File: config.mk
export PLATFORM = sky130hd
export DESIGN_NAME = mssp_ctrl
export DESIGN_NICKNAME = d
export VERILOG_FILES = /design/src/hw/rtl/mssp_pkg.sv /design/src/hw/rtl/mssp_ctrl.sv
export SDC_FILE = /design/constraint.sdc
export NUM_CORES = 1
export LEC_CHECK = 0
export BUFFER_PORTS_ARGS = -buffer_cell sky130_fd_sc_hd__buf_4
export CAP_MARGIN = 40
export CORE_MARGIN = 4
export CORE_UTILIZATION = 27
export CTS_CLUSTER_DIAMETER = 150
export CTS_CLUSTER_SIZE = 40
export DETAILED_ROUTE_END_ITERATION = 10
export HOLD_SLACK_MARGIN = 0.06
export PLACE_DENSITY = 0.76
export SLEW_MARGIN = 20
export SYNTH_ARGS = -nofsm -noshare
export SYNTH_HDL_FRONTEND = slang
export SYNTH_SLANG_ARGS = --single-unit
File: constraint.sdc
create_clock -name clk -period 1.7 [get_ports clk]
set_clock_uncertainty 0.1 [all_clocks]
set_input_delay 0.255 -clock clk [delete_from_list [all_inputs] [get_ports clk]]
set_output_delay 0.255 -clock clk [all_outputs]
set_load 0.005 [all_outputs]
File: src/hw/rtl/mssp_pkg.sv
// Shared types and constants of the mid/side stereo processor.
package mssp_pkg;

    localparam int SAMPLE_BITS_DEF    = 24;
    localparam int GAIN_FRAC_BITS_DEF = 12;

    localparam int MID_GAIN_W    = 16;
    localparam int SIDE_GAIN_W   = 17;
    localparam int BALANCE_W     = 14;
    localparam int WET_MIX_W     = 13;
    localparam int OUTPUT_GAIN_W = 14;

    localparam int CFG_INDEX_W = 3;
    localparam int CFG_DATA_W  = 17;

    typedef struct packed {
        logic [MID_GAIN_W-1:0]       mid_gain;
        logic [SIDE_GAIN_W-1:0]      side_gain;
        logic signed [BALANCE_W-1:0] balance;
        logic [WET_MIX_W-1:0]        wet_mix;
        logic [OUTPUT_GAIN_W-1:0]    output_gain;
        logic                        bypass;
        logic                        mono_mode;
    } cfg_t;

    typedef struct packed {
        logic load;
        logic mul_ms;
        logic pan;
        logic mul_bal;
        logic rnd_bal;
        logic mul_wet;
        logic mix;
        logic mul_out;
        logic finish;
        logic emit;
    } dp_cmd_t;

    typedef struct packed {
        logic out_busy;
    } dp_status_t;

endpackage

File: src/hw/rtl/mssp_ctrl.sv
// Step sequencer of the mid/side stereo processor.
module mssp_ctrl (
    input  logic                 clk,
    input  logic                 rst_n,
    input  logic                 in_valid,
    output logic                 in_ready,
    input  mssp_pkg::cfg_t       cfg,
    input  mssp_pkg::dp_status_t status,
    output mssp_pkg::dp_cmd_t    cmd
);
    import mssp_pkg::*;

    typedef enum logic [9:0] {
        ST_IDLE    = 10'b0000000001,
        ST_MUL_MS  = 10'b0000000010,
        ST_PAN     = 10'b0000000100,
        ST_MUL_BAL = 10'b0000001000,
        ST_RND_BAL = 10'b0000010000,
        ST_MUL_WET = 10'b0000100000,
        ST_MIX     = 10'b0001000000,
        ST_MUL_OUT = 10'b0010000000,
        ST_FINISH  = 10'b0100000000,
        ST_EMIT    = 10'b1000000000
    } state_t;

    state_t state_reg;
    state_t state_next;

    assign in_ready = (state_reg == ST_IDLE);

    always_comb
    begin
        state_next = state_reg;
        cmd        = '0;
        unique case (state_reg)
            ST_IDLE:
            begin
                if (in_valid)
                begin
                    cmd.load = 1'b1;
                    if (cfg.bypass)
                    begin
                        state_next = ST_FINISH;
                    end
                    else if (cfg.mono_mode)
                    begin
                        state_next = ST_MUL_OUT;
                    end
                    else
                    begin
                        state_next = ST_MUL_MS;
                    end
                end
            end
            ST_MUL_MS:
            begin
                cmd.mul_ms = 1'b1;
                state_next = ST_PAN;
            end
            ST_PAN:
            begin
                cmd.pan    = 1'b1;
                state_next = ST_MUL_BAL;
            end
            ST_MUL_BAL:
            begin
                cmd.mul_bal = 1'b1;
                state_next  = ST_RND_BAL;
            end
            ST_RND_BAL:
            begin
                cmd.rnd_bal = 1'b1;
                state_next  = ST_MUL_WET;
            end
            ST_MUL_WET:
            begin
                cmd.mul_wet = 1'b1;
                state_next  = ST_MIX;
            end
            ST_MIX:
            begin
                cmd.mix    = 1'b1;
                state_next = ST_MUL_OUT;
            end
            ST_MUL_OUT:
            begin
                cmd.mul_out = 1'b1;
                state_next  = ST_FINISH;
            end
            ST_FINISH:
            begin
                cmd.finish = 1'b1;
                state_next = ST_EMIT;
            end
            ST_EMIT:
            begin
                if (!status.out_busy)
                begin
                    cmd.emit   = 1'b1;
                    state_next = ST_IDLE;
                end
            end
            default:
            begin
                state_next = ST_IDLE;
            end
        endcase
    end

    always_ff @(posedge clk or negedge rst_n)
    begin
        if (!rst_n)
        begin
            state_reg <= ST_IDLE;
        end
        else
        begin
            state_reg <= state_next;
        end
    end

endmodule

* Yosys cells after proc, flatten, opt, wreduce, memory -nomap -nowiden
Cells that the tools add are included.
Word-level totals: bits in writable memories 0, bits in latches 0, bits in read-only memories 0, output and inout port bits 11, memories kept 0, bits of input ports 80, logic and storage cells 31, register bits 10
Cells by class: bitwise gates (word level) 0, divide/modulo/power cells 0, add/sub/neg operators 0, shift-type cells 0, equal/unequal tests 12, reduce and logical (&&, ||, !) cells 1, order comparisons 0, $mul 0, multiplexer cells 17
Operators by type and width (number):
- 10-bit case mux with 10 select lines | 1
- 10-bit two-way mux | 3
- 1-bit two-way mux | 12
- 10-bit by 1-bit equality test with 1-bit output, second input constant | 1
- 10-bit equality test, second input constant | 1
- 10-bit by 2-bit equality test with 1-bit output, second input constant | 1
- 10-bit by 3-bit equality test with 1-bit output, second input constant | 1
- 10-bit by 4-bit equality test with 1-bit output, second input constant | 1
- 10-bit by 5-bit equality test with 1-bit output, second input constant | 1
- 10-bit by 6-bit equality test with 1-bit output, second input constant | 1
- 10-bit by 7-bit equality test with 1-bit output, second input constant | 1
- 10-bit by 8-bit equality test with 1-bit output, second input constant | 1
- 10-bit by 9-bit equality test with 1-bit output, second input constant | 1
- 8-bit two-way mux | 1
- 2-bit != test, second input constant | 2
- 2-bit AND reduction | 1

* Depth between registers and ports, before layout
word-level depth 4, depth in mapped cells 6, depth with buffers taken out 5

* Worst setup path before layout
No wires, ideal clock.
path type register to output, start point reg state_reg[3], end point out cmd[0] (netlist bit), data required time 1345 ps, setup slack -102 ps, arrival time 1447 ps, path buffers 0, cell stages (with the launch flop) 5, path through dfrtp_1 -> or4_4 -> nor4_4 -> nand2b_2 -> nor4b_2
RTL lines:
- start: declaration | line mssp_ctrl.sv:26 | state_t state_reg;
- start signal: assignment | line mssp_ctrl.sv:118 | state_reg <= state_next;
- end: declaration | line mssp_ctrl.sv:9 | output mssp_pkg::dp_cmd_t cmd

==> metrics.md <==
| Metric | Value |
|---|---|
| Status | `finished with violations` |
| Initial antenna violation count | `0` |
| Async set or reset register ratio after synthesis | `100%` |
| Via count | `714` |
| Die W | `56.7 um` |
| EDFF count, synth | `0` |
| Crit Path Category | `flip-flop to output pin` |
| Vias in the first global route | `739` |
| Total congestion overflow | `0` |
| Fin crit share | `131%` |
| Final Critical Period | `2.23 ns` |
| Rows | `17` |
| Arrival time worst endpoint | `1.88 ns` |
| Total track usage | `13.4%` |
| Hold Crit Class | `primary input to flip-flop` |
| Worst-skew pair later-pin latency | `0.28 ns` |
| CP Launch Type | `flip-flop` |
| Clock transition at the registers of the reported paths | `0.08 ns` |
| Synth Net Count | `144` |
| CP Cell Sequence | `or4_4, nor4_4, nand2b_2, nor4b_2, buf_4` |
| RSZ-0062 raised after global routing | `true` |
| CP Buf/Inv Count | `1` |
| Fmax | `0.448 GHz` |
| Dpl hpwl | `1370 um` |
| Pre-antenna DRT Iters | `4` |
| Worst Path Max Fanout | `2` |
| Pwr dens | `1390 nW/um^2` |
| Final nets | `196` |
| Synth area leader | `dfrtp_1` |
| Diode count | `0` |
| Area contributors post-synth | `dfrtp_1 35%, nor4bb_1 7.8%, dfstp_2 4.1%` |
| Stages on the worst setup path | `5` |
| Final setup fails | `15` |
| Synth top area share | `35.2%` |
| Final Hold Fails | `0` |
| Die area | `3210 sq um` |
| M1 wire length | `916 um` |
| Top FF cell, synth | `dfrtp_1` |
| Avg Synthesized Cell Area | `9.99 sq um` |
| CP Capture Type | `output pin` |
| Final setup margin | `-0.532 ns` |
| Die Ht | `56.7 um` |
| Critical Path RT | `1.34 ns` |
| DR WL/cell | `15.8 um` |
| Slowest-stage cell, CP | `or4_4` |
| Max FFs per register | `10` |
| Final core occ | `56.0%` |
| Register area share after synthesis | `39.3%` |
| WL final | `2260 um` |
| Proportion of layout cells with a drive suffix above 1 | `65.2%` |
| Largest net degree at the start of global routing | `11` |
| Drc violations | `0` |
| Post-synthesis cell type count | `32` |
| Power, Total | `1.74 mW` |
| Fin. max-slew vios | `0` |
| Synth warnings | `0` |
| Via density | `4.99` |
| First-pass GRT wire length | `3340 um` |
| Initial DRC Count | `15` |
| Cells after Synth | `64` |
| DRT antenna net count | `0` |
| I/O pin count | `91` |
| Most common cell in the netlist | `dfrtp_1` |
| Met2 routed wirelength | `1210 um` |
| Routed length on met3 | `82 um` |
| Peak supply drop | `728 uV` |
| Synthesis-to-finish area growth | `95.7%` |
| R2r worst-path depth | `9` |
| Failing checks | `setup timing` |
| CTS Buf Count | `3` |
| I/O Buffers | `16` |
| Commonest cells post-synth | `9 x dfrtp_1, 5 x nor2_1, 5 x nor4bb_1` |
| Clk sinks | `10` |
| P_leak | `0.579 nW` |
| Least-Margin Pin Slew | `0.298 ns` |
| Global placement routability congestion | `0.896` |
| Cell family with most CP delay | `simple AND/OR/NAND/NOR gates` |
| CTS tree | `yes` |
| Critical Path Max Stage Delay | `0.54 ns` |
| Maximum root-to-sink buffer count | `2` |
| Hold Path Depth | `3` |
| Max layer used | `met4` |
| Max-cap violations | `0` |
| Core area | `2230 sq um` |
| Slew headroom | `79.9%` |
| Mapped cell area | `639 sq um` |
| FF+latch count, synth | `10` |
| H-tree levels | `1` |
| Initial Utilization | `28.6%` |
| Root Buffer | `clkbuf_4` |
-- final timing paths --
kind	startpoint	to	slack, ns
worst max-delay path	state_reg[1]	cmd[0]	-0.53
worst min-delay path	status	state_reg[9]	0.23
worst max register to register	state_reg[0]	state_reg[1]	-0.21
worst min register to register	state_reg[3]	state_reg[3]	0.56
max in group asynchronous	rst_n	state_reg[0]	1.03
min in group asynchronous	rst_n	state_reg[8]	0.24
-- placed cells by master, fill, tap and decap left out, drive strengths merged, types with 3 or more instances in the layout --
cell type and count:
a21oi 3, and3 4, buf 44, clkbuf 4, dfrtp 9, dlygate4sd3 4
inv 3, nand3b 3, nor2 6, nor2b 4, nor4b 3, nor4bb 5
o21ai 4
-- power by group --
part           internal, mW  switching [mW]  total (mW)
combinational         0.660           0.542        1.20
clock                 0.130           0.102       0.232
sequential            0.284          0.0261       0.310
-- routing by layer --
| layer | GRT usage, % | up-vias |
|---|---|---|
| met2 | 22.9 | 22 |
| met3 | 2.30 | 6 |
| met5 | 0 | - |
| li1 | - | 345 |
| met4 | 5.08 | 0 |
| met1 | 16.5 | 341 |
-- per-stage QoR --
stage	cells	hold WS (ns)	worst slack [ns]	TNS [ns]	cell area [sq um]
3_5_place_dp	127	-0.00500	-0.236	-1.32	941
4_1_cts	140	0.213	-0.521	-4.28	1120
2_1_floorplan	64	-0.141	-0.102	-0.102	639
6_report	143	0.227	-0.532	-5.24	1250
3_3_place_gp	127	-0.00834	-0.216	-0.969	941
5_1_grt	143	0.233	-0.643	-6.53	1250
-- final cells by class --
class / count / area (sq um)
Clock buffer: 4 / 36.3
Fill cell: 195 / 982
Multi-Input combinational cell: 50 / 517
Sequential cell: 10 / 251
Timing Repair Buffer: 48 / 400
Tap cell: 28 / 35.0
Inverter: 3 / 11.3
-- kinds of logic (layout without fill, tap and decap cells) --
kind of cell / Yosys count / in the layout / synth area share (%)
DFF: 10 / 10 / 39.3
and+or+nand+nor: 37 / 37 / 45.6
AOI/OAI and AO/OA: 11 / 11 / 9.98
buffers and inverters: 4 / 55 / 2.35
xor gates and xnor gates: 2 / 2 / 2.74
-- repair_timing --
| action | CTS | global route |
|---|---|---|
| pin swaps | 5 | 6 |
| endpoints found under the hold margin | 12 | 0 |
| hold buffers | 4 | 0 |
| setup buffers | 7 | 4 |
| gates resized for setup | 16 | 21 |
| setup endpoints to repair | 14 | 16 |
-- tightest hold or removal path, stage by stage --
cell and delay (ns):
buf_4 0.12, nand3b_1 0.12, a21oi_2 0.07
Power figures use the tool's default switching activity.
