### src/hw/rtl/mssp_pkg.sv
// Shared types and constants of the mid/side stereo processor.
package mssp_pkg;

    localparam int SAMPLE_BITS_DEF    = 24;
    localparam int GAIN_FRAC_BITS_DEF = 12;

    localparam int MID_GAIN_W    = 16;
    localparam int SIDE_GAIN_W   = 17;
    localparam int BALANCE_W     = 14;
    localparam int WET_MIX_W     = 13;
    localparam int OUTPUT_GAIN_W = 14;

    localparam int CFG_INDEX_W = 3;
    localparam int CFG_DATA_W  = 17;

    typedef struct packed {
        logic [MID_GAIN_W-1:0]       mid_gain;
        logic [SIDE_GAIN_W-1:0]      side_gain;
        logic signed [BALANCE_W-1:0] balance;
        logic [WET_MIX_W-1:0]        wet_mix;
        logic [OUTPUT_GAIN_W-1:0]    output_gain;
        logic                        bypass;
        logic                        mono_mode;
    } cfg_t;

    typedef struct packed {
        logic load;
        logic mul_ms;
        logic pan;
        logic mul_bal;
        logic rnd_bal;
        logic mul_wet;
        logic mix;
        logic mul_out;
        logic finish;
        logic emit;
    } dp_cmd_t;

    typedef struct packed {
        logic out_busy;
    } dp_status_t;

endpackage

### src/hw/rtl/mssp_cfg_regs.sv
// Configuration register file of the mid/side stereo processor.
module mssp_cfg_regs (
    input  logic                              clk,
    input  logic                              rst_n,
    input  logic                              cfg_valid,
    output logic                              cfg_ready,
    input  logic [mssp_pkg::CFG_INDEX_W-1:0]  cfg_index,
    input  logic [mssp_pkg::CFG_DATA_W-1:0]   cfg_data,
    output mssp_pkg::cfg_t                    cfg
);
    import mssp_pkg::*;

    localparam logic [CFG_INDEX_W-1:0] REG_MID_GAIN    = CFG_INDEX_W'(0);
    localparam logic [CFG_INDEX_W-1:0] REG_SIDE_GAIN   = CFG_INDEX_W'(1);
    localparam logic [CFG_INDEX_W-1:0] REG_BALANCE     = CFG_INDEX_W'(2);
    localparam logic [CFG_INDEX_W-1:0] REG_WET_MIX     = CFG_INDEX_W'(3);
    localparam logic [CFG_INDEX_W-1:0] REG_OUTPUT_GAIN = CFG_INDEX_W'(4);
    localparam logic [CFG_INDEX_W-1:0] REG_BYPASS      = CFG_INDEX_W'(5);
    localparam logic [CFG_INDEX_W-1:0] REG_MONO_MODE   = CFG_INDEX_W'(6);

    localparam cfg_t CFG_RESET = '{
        mid_gain:    MID_GAIN_W'(4096),
        side_gain:   SIDE_GAIN_W'(4096),
        balance:     '0,
        wet_mix:     WET_MIX_W'(4096),
        output_gain: OUTPUT_GAIN_W'(4096),
        bypass:      1'b0,
        mono_mode:   1'b0
    };

    cfg_t cfg_reg;

    assign cfg_ready = 1'b1;
    assign cfg       = cfg_reg;

    always_ff @(posedge clk or negedge rst_n)
    begin
        if (!rst_n)
        begin
            cfg_reg <= CFG_RESET;
        end
        else if (cfg_valid)
        begin
            unique case (cfg_index)
                REG_MID_GAIN:    cfg_reg.mid_gain    <= cfg_data[MID_GAIN_W-1:0];
                REG_SIDE_GAIN:   cfg_reg.side_gain   <= cfg_data[SIDE_GAIN_W-1:0];
                REG_BALANCE:     cfg_reg.balance     <= cfg_data[BALANCE_W-1:0];
                REG_WET_MIX:     cfg_reg.wet_mix     <= cfg_data[WET_MIX_W-1:0];
                REG_OUTPUT_GAIN: cfg_reg.output_gain <= cfg_data[OUTPUT_GAIN_W-1:0];
                REG_BYPASS:      cfg_reg.bypass      <= cfg_data[0];
                REG_MONO_MODE:   cfg_reg.mono_mode   <= cfg_data[0];
                default:
                begin
                end
            endcase
        end
    end

endmodule

### config.mk
export PLATFORM = sky130hd
export DESIGN_NAME = mssp_cfg_regs
export DESIGN_NICKNAME = d
export VERILOG_FILES = /design/src/hw/rtl/mssp_pkg.sv /design/src/hw/rtl/mssp_cfg_regs.sv
export SDC_FILE = /design/constraint.sdc
export NUM_CORES = 1
export LEC_CHECK = 0
export BUFFER_PORTS_ARGS = -buffer_cell sky130_fd_sc_hd__buf_2
export CORE_AREA = 5 5 79 81
export CTS_BUF_LIST = sky130_fd_sc_hd__clkbuf_4 sky130_fd_sc_hd__clkbuf_8
export CTS_CLUSTER_SIZE = 25
export DETAILED_ROUTE_END_ITERATION = 6
export DIE_AREA = 0 0 84 86
export GPL_TIMING_DRIVEN = 0
export PLACE_DENSITY = 0.85
export SKIP_CTS_REPAIR_TIMING = 1
export SLEW_MARGIN = 20
export SYNTH_ARGS = -nofsm -noshare
export SYNTH_HDL_FRONTEND = slang
export SYNTH_SLANG_ARGS = --single-unit
export TNS_END_PERCENT = 50
### constraint.sdc
create_clock -name clk -period 1.7 [get_ports clk]
set_clock_uncertainty 0.05 [all_clocks]
set_input_delay 0.085 -clock clk [delete_from_list [all_inputs] [get_ports clk]]
set_output_delay 0.085 -clock clk [all_outputs]
set_load 0.01 [all_outputs]
Yosys cells after proc, flatten, opt, wreduce, memory -nomap -nowiden
Index checks and enable logic that the tools add are counted.
Word-level totals
  register bits: 76
  input bits: 23
  output and inout bits: 77
  logic and storage cells: 21
Operators by class
  equal/unequal tests: 6
  reduce and logical (&&, ||, !) cells: 8
Operator list (count)
  2-bit AND reduction: 7
  3-bit == test (second input constant): 3
  3-bit by 2-bit == test with 1-bit output (second input constant): 2
  3-bit by 1-bit == test with 1-bit output (second input constant): 1
  3-bit zero test: 1

Depth between registers and ports, before layout
Gate-level depths: netlist of run 1.
  word-level depth: 2
  mapped depth: 4
  mapped depth without buffers: 2

Worst setup path after synthesis of run 1
OpenSTA, ideal clock, no wires.
  kind: input-to-reg
  start: input cfg_index[0] (netlist name)
  end: register cfg_reg, in the netlist cfg[60]
  library setup time: 0.125 ns
  arrival: 1.045 ns
  setup slack: 0.480 ns
  cell stages on the path: 3
  buffers on the path: 1
  cells stage by stage: nor4b_4 > buf_6 > mux2_2
On the way
  word-level cells in the longest chain between the ends: 2
Ends and longest elaborated chain
  start, declared: RTL line mssp_cfg_regs.sv:7  | input logic [mssp_pkg::CFG_INDEX_W-1:0] cfg_index,
  3-bit zero test: RTL line mssp_cfg_regs.sv:44  | unique case (cfg_index)
  2-bit AND reduction (no source line)
  end, declared: RTL line mssp_cfg_regs.sv:31  | cfg_t cfg_reg;
Every way passes these cells.
A chain may end at the register's enable or synchronous reset.

Worst setup path after layout of run 1
  start: input cfg_index[0] (netlist name)
  end: register cfg_reg, in the netlist cfg[70]
The elaborated chain is that of the path after synthesis.

==> key figures, run 1 <==
Outcome
  – Outcome: completed

Clock network
  – Longest Clk Path Bufs: 2
  – Clock Sink Count: 76
  – Clk slew on worst S/H paths: 70 ps
  – H-tree depth: 3
  – Root Buffer Master: clkbuf_8
  – CTS tree: built
  – Number of clock buffers inserted by TritonCTS: 9
  – Worst-skew pair later-pin latency: 330 ps

Final layout
  – Total area of sequential cells: approximately 0.0019 mm2
  – Largest register FFs: 76
  – Number of nets at the end of the flow: between 300 and 400
  – Number of fill cells in the layout: 364
  – N_diodes: 0
  – Area used by multi-input combinational logic: 940 um2
  – Area overhead of the layout relative to synthesis: 31.9%
  – Share of final-layout standard cells stronger than drive strength 1: 0.680
  – Post-layout utilization of the core: 0.713
  – Final standard cell area without fillers: around 0.0039 mm2

Timing
  – Tcrit/Tclk final: 0.749
  – Max_slew headroom: 0.598
  – Final critical-path required period: 1270 ps
  – Unrepaired setup endpoints after global routing: false
  – Pin slew with the least headroom to its limit: 600 ps
  – Hold Violations, Final: 0
  – Count of final setup violators: 0
  – Number of pins with negative max-slew slack in the final report: 0
  – Maximum frequency from static timing analysis: just under 800 MHz
  – Final total negative setup slack: 0 ps

Critical path
  – Critical path capture point type: register
  – Element type at the critical path start: input pin
  – Classification of the worst setup path: in2reg
  – Worst Path Arrival: around 1400 ps
  – Worst-path maximum fanout: 10
  – Required @ worst endpoint: between 1500 and 2000 ps

Routing
  – Highest metal layer with signal wires: met4
  – Vias/cell: ~5
  – Final routed DRC violation total: 0
  – Detail Route met3 WL: roughly 600 um
  – Number of antenna-violating nets in the routed design: 0
  – Detailed-routing iteration count for the pre-antenna-repair pass: 3
  – Routed wire length: ~6.3 mm
  – Number of vias in the routed layout: 1860
  – Routed length on met1: 2.81 mm
  – Iteration-0 DRC count of the detailed router: 30
  – Mean routed wirelength per cell: 17.2 um
  – Wire length on met2: between 2 and 3 mm

Synthesis
  – Seq/Total Area, Yosys: 0.653
  – Multiplexer fraction of the synthesized cell area: 0.293
  – Share of synthesized cell area in full adder, half adder and majority cells: 0
  – Net count after synthesis: ~190
  – Yosys reg bits: 76
  – Post-synthesis instance area: 0.00292 mm2
  – Yosys warning count: 0
  – Unique masters post-synth: 11
  – Post-Synth XOR/XNOR Area: 0
  – Mean instance size in the synthesized netlist: 17.3 um2
  – Main combinational cell family by area after synthesis: multiplexers
  – Number of instances in the synthesized netlist: ~170
  – Fraction of the mapped netlist area in compound gates: 0
  – Area share of and/or/nand/nor cells after synthesis: 0.0274

Power
  – Leakage power of the design: ~1.8 nW
  – Power per cell area: roughly 1300 mW/mm2
  – Maximum ir drop on the vdd rail: 0.832 mV

Die
  – Row count: 27
  – Core box area: 0.00541 mm2
  – Die Span X: 84 um
  – Die Ht: 86 um
  – Effective utilization at floorplan: 0.541
  – I/O pins: 100
  – Floorplan die area: between 0.007 and 0.008 mm2

GRT
  – GR Overflow Total: 0
  – Number of global-route vias before repair: approximately 2000
  – Wire length of the first global-routing pass: about 10 mm
  – Largest net degree at the start of global routing: 46
  – Initial antenna violation count: 0
  – Global-route total usage across every layer: 0.184

Hold path
  – Worst min-delay path class: in2reg

Placement
  – Number of input and output port buffers inserted: 98
  – Placed inst area: approximately 0.0035 mm2
  – Detailed-placement wirelength estimate: 4.39 mm
  – Global placer's final weighted congestion: 0.729

Flow run
  – MaxCap Viol Count: 0
## stage by stage
step,setup slack (ps),hold WS [ps],total power [mW],instances
after floorplan,480,-261,3.02,169
after global placement,67.5,266,3.56,339
after detailed placement,38.7,3.56,3.62,340
after CTS,405,-371,4.87,354
after global routing,401,3.33,5.14,369
final,426,0.973,4.84,369
## per-layer routing
metal	GRT usage	vias up
met1	0.253	920
met3	0.0855	5
met5	0	-
li1	-	858
met2	0.264	77
met4	0.0526	0
## cell type report
type / instances / area share
plain buffers: 9 / 0.0195
clock buffers: 13 / 0.0448
clock inverters: 1 / 0.00195
multi-input cells: 84 / 0.244
flip-flops and latches: 76 / 0.495
well taps: 72 / 0.0234
repair buffers: 114 / 0.172
## Yosys cell counts
| cell | count | area share |
|---|---|---|
| dfrtp_1 | 72 | 0.62 |
| buf_2 | 3 | 0.0051 |
| nor4b_4 | 1 | 0.0081 |
| nand4b_1 | 3 | 0.0090 |
| dfstp_2 | 4 | 0.036 |
| buf_6 | 4 | 0.015 |
| conb_1 | 1 | 0.0013 |
| nor4bb_1 | 3 | 0.010 |
| mux2_1 | 1 | 0.0039 |
| buf_4 | 2 | 0.0051 |
| mux2_2 | 75 | 0.29 |
## power breakdown
part / internal (mW) / switching (mW) / leakage, nW / total (mW)
Clock: 0.651 / 0.591 / 0.0910 / 1.24
Combinational: 0.621 / 0.562 / 0.847 / 1.18
Sequential: 2.22 / 0.194 / 0.906 / 2.42
## logic make-up after synthesis
logic type	after synthesis
multiplexers	76
flip-flops	76
buffers and inverters	9
AND/OR/NAND/NOR	7
other	1
## placed cells by master, fill, tap and decap left out, drive strengths merged
master	netlist	final
dlygate4sd3	0	15
buf	9	108
conb	1	1
mux2	76	76
clkinvlp	0	1
dfstp	4	4
nor4b	1	1
nor4bb	3	3
nand4b	3	3
clkbuf	0	13
dfrtp	72	72
## worst paths after layout
| path | to | startpoint | slack, ps | depth (start not counted) |
|---|---|---|---|---|
| min in group asynchronous | cfg[58]$_DFFE_PN0P_ | rst_n | 190 | 2 |
| worst max register to register | cfg[3]$_DFFE_PN0P_ | cfg[3]$_DFFE_PN0P_ | 870 | 1 |
| worst min register to register | cfg[4]$_DFFE_PN0P_ | cfg[4]$_DFFE_PN0P_ | 450 | 1 |
| worst min-delay path | cfg[31]$_DFFE_PN0P_ | cfg_data[2] | 1 | 2 |
| worst max-delay path | cfg[70]$_DFFE_PN0P_ | cfg_index[0] | 430 | 4 |
| max in group asynchronous | cfg[14]$_DFFE_PN1P_ | rst_n | 770 | 3 |
## critical path, stage by stage
cell     delay [ps]
buf_2           150
nor4b_4         590
buf_6           250
mux2_2          350
No activity file was read; power rests on OpenSTA's default activity.
==> inputs of run 2 (changes only) <==
- CORE_AREA: 5 5 79 81 -> 5 5 82 84
- DIE_AREA: 0 0 84 86 -> 0 0 87 89
- PLACE_DENSITY: 0.85 -> 0.8
- clock period: 1.7 -> 1.3 ns (I/O delays scaled with it)
==> key figures, run 2 (synthesized netlist as in run 1, its figures left out) <==
Final layout
  – N_diodes: 0
  – Commonest non-fill, non-tap cells in the layout: 100 x buf_2, 75 x mux2_2, 72 x dfrtp_1
  – Final standard cell area without fillers: 0.00394 mm2
  – Area overhead of the layout relative to synthesis: 34.8%
  – Most common library cell in the layout ignoring fill and taps: buf_2
  – Number of fill cells in the layout: 422
  – Final cell count without fillers: ~380
  – Largest register FFs: 76
  – Number of nets at the end of the flow: 319
  – Share of final-layout standard cells stronger than drive strength 1: 0.678
  – Post-layout utilization of the core: 0.673

Placement
  – Cell total after placement: 343
  – Number of input and output port buffers inserted: 98
  – Global placer's final weighted congestion: 0.686
  – Pre-CTS setup slack: -331 ps
  – Placed inst area: 0.00353 mm2
  – Detailed-placement wirelength estimate: 4.58 mm

Die
  – Core box area: 0.00585 mm2
  – Floorplan die area: approximately 0.0077 mm2
  – Row count: 28
  – I/O pins: 100
  – Die Span X: 87 um
  – Effective utilization at floorplan: 0.499
  – Die Ht: 89 um

GRT
  – GR Overflow Total: 0
  – Initial antenna violation count: 0
  – Number of global-route vias before repair: 1915
  – Wire length of the first global-routing pass: approximately 9.9 mm
  – Global-route total usage across every layer: 0.170
  – Largest net degree at the start of global routing: 41

Routing
  – Mean routed wirelength per cell: around 17 um
  – Final routed DRC violation total: 0
  – Number of antenna-violating nets in the routed design: 0
  – Number of vias in the routed layout: 1871
  – Detailed-routing iteration count for the pre-antenna-repair pass: 4
  – Iteration-0 DRC count of the detailed router: 44
  – Vias/cell: 4.98
  – Routed wire length: 6.43 mm

Clock network
  – Clk slew on worst S/H paths: 70 ps
  – Number of clock buffers inserted by TritonCTS: 9
  – Worst-skew pair later-pin latency: 330 ps
  – CTS tree: built
  – Clock Sink Count: 76
  – H-tree depth: 3
  – Root Buffer Master: clkbuf_8
  – Longest Clk Path Bufs: 2

Critical path
  – Stage delay of the slowest cell on the critical path: 620 ps
  – Classification of the worst setup path: in2reg
  – Reg-to-reg critical path startpoint: cfg[30]$_DFFE_PN0P_
  – Worst-path maximum fanout: 10
  – Required @ worst endpoint: 1470 ps
  – Ordered list of cells on the worst path: buf_2 > nor4b_4 > buf_6 > mux2_2
  – Origin of the worst setup path: cfg_index[0]
  – CP max-delay cell: nor4b_4
  – Cell family with the largest share of critical-path delay: simple AND/OR/NAND/NOR gates
  – Element type at the critical path start: input pin
  – Worst Path Arrival: around 1400 ps
  – Bufs and invs on worst path: 2
  – Critical path capture point type: register

Timing
  – Tcrit/Tclk final: 0.962
  – Final critical-path required period: 1250 ps
  – Maximum frequency from static timing analysis: approximately 800 MHz
  – Hold Violations, Final: 0
  – Final-layout worst hold slack: 24.3 ps
  – Pin slew with the least headroom to its limit: ~640 ps
  – Final total negative setup slack: 0 ps
  – Max_slew headroom: 0.575
  – Count of final setup violators: 0
  – Setup WS post-layout: 48.9 ps
  – Unrepaired setup endpoints after global routing: false
  – Number of pins with negative max-slew slack in the final report: 0

Hold path
  – Worst min-delay path class: in2reg
  – Hold path startpoint: cfg_data[0]

Outcome
  – Outcome: completed

Power
  – Total power of the final layout: 6.84 mW
  – Power per cell area: 1740 mW/mm2
  – Maximum ir drop on the vdd rail: 1.09 mV
  – Leakage power of the design: between 1.5 and 2 nW

Flow run
  – MaxCap Viol Count: 0
[run 2: changes by cell type in the layout (fill, tap and decap cells not counted)]
cell / previous run / this run
clkbuf_4: 1 / 2
dlygate4sd3_1: 15 / 17
clkinvlp_4: 1 / 0
clkinv_2: 0 / 2
bufinv_16: 0 / 3
clkbuf_8: 12 / 9
[run 2: cell type report]
cell class / instances / area [um2] / share of cell area
repair buffers: 116 / 683 / 0.173
clock buffers: 11 / 139 / 0.0353
multi-input cells: 84 / 940 / 0.239
well taps: 75 / 93.8 / 0.0238
clock inverters: 5 / 100 / 0.0254
flip-flops and latches: 76 / 1910 / 0.484
plain buffers: 9 / 75.1 / 0.0191
[run 2: where the power goes]
part	leakage (nW)	switching [mW]	total, mW	internal (mW)
Combinational	0.856	0.746	1.56	0.817
Sequential	0.906	0.245	3.15	2.90
Clock	0.124	0.817	2.13	1.31
[run 2: per-layer routing]
metal  global-route usage  wire [um]  vias to the layer above
met2                0.295       3470                       44
li1                     -          -                      854
met3               0.0332        270                       12
met5                    0          0                        -
met1                0.204       2550                      961
met4               0.0850        129                        0
[run 2: worst paths after layout]
path,end,slack (ps),cells after the start
setup reg to reg,cfg[30]$_DFFE_PN0P_,460,1
hold / removal,cfg[1]$_DFFE_PN0P_,20,2
min in group asynchronous,cfg[64]$_DFFE_PN0P_,180,2
hold reg to reg,cfg[65]$_DFFE_PN0P_,450,1
setup / recovery,cfg[60]$_DFFE_PN0P_,50,4
max in group asynchronous,cfg[72]$_DFFE_PN1P_,390,3
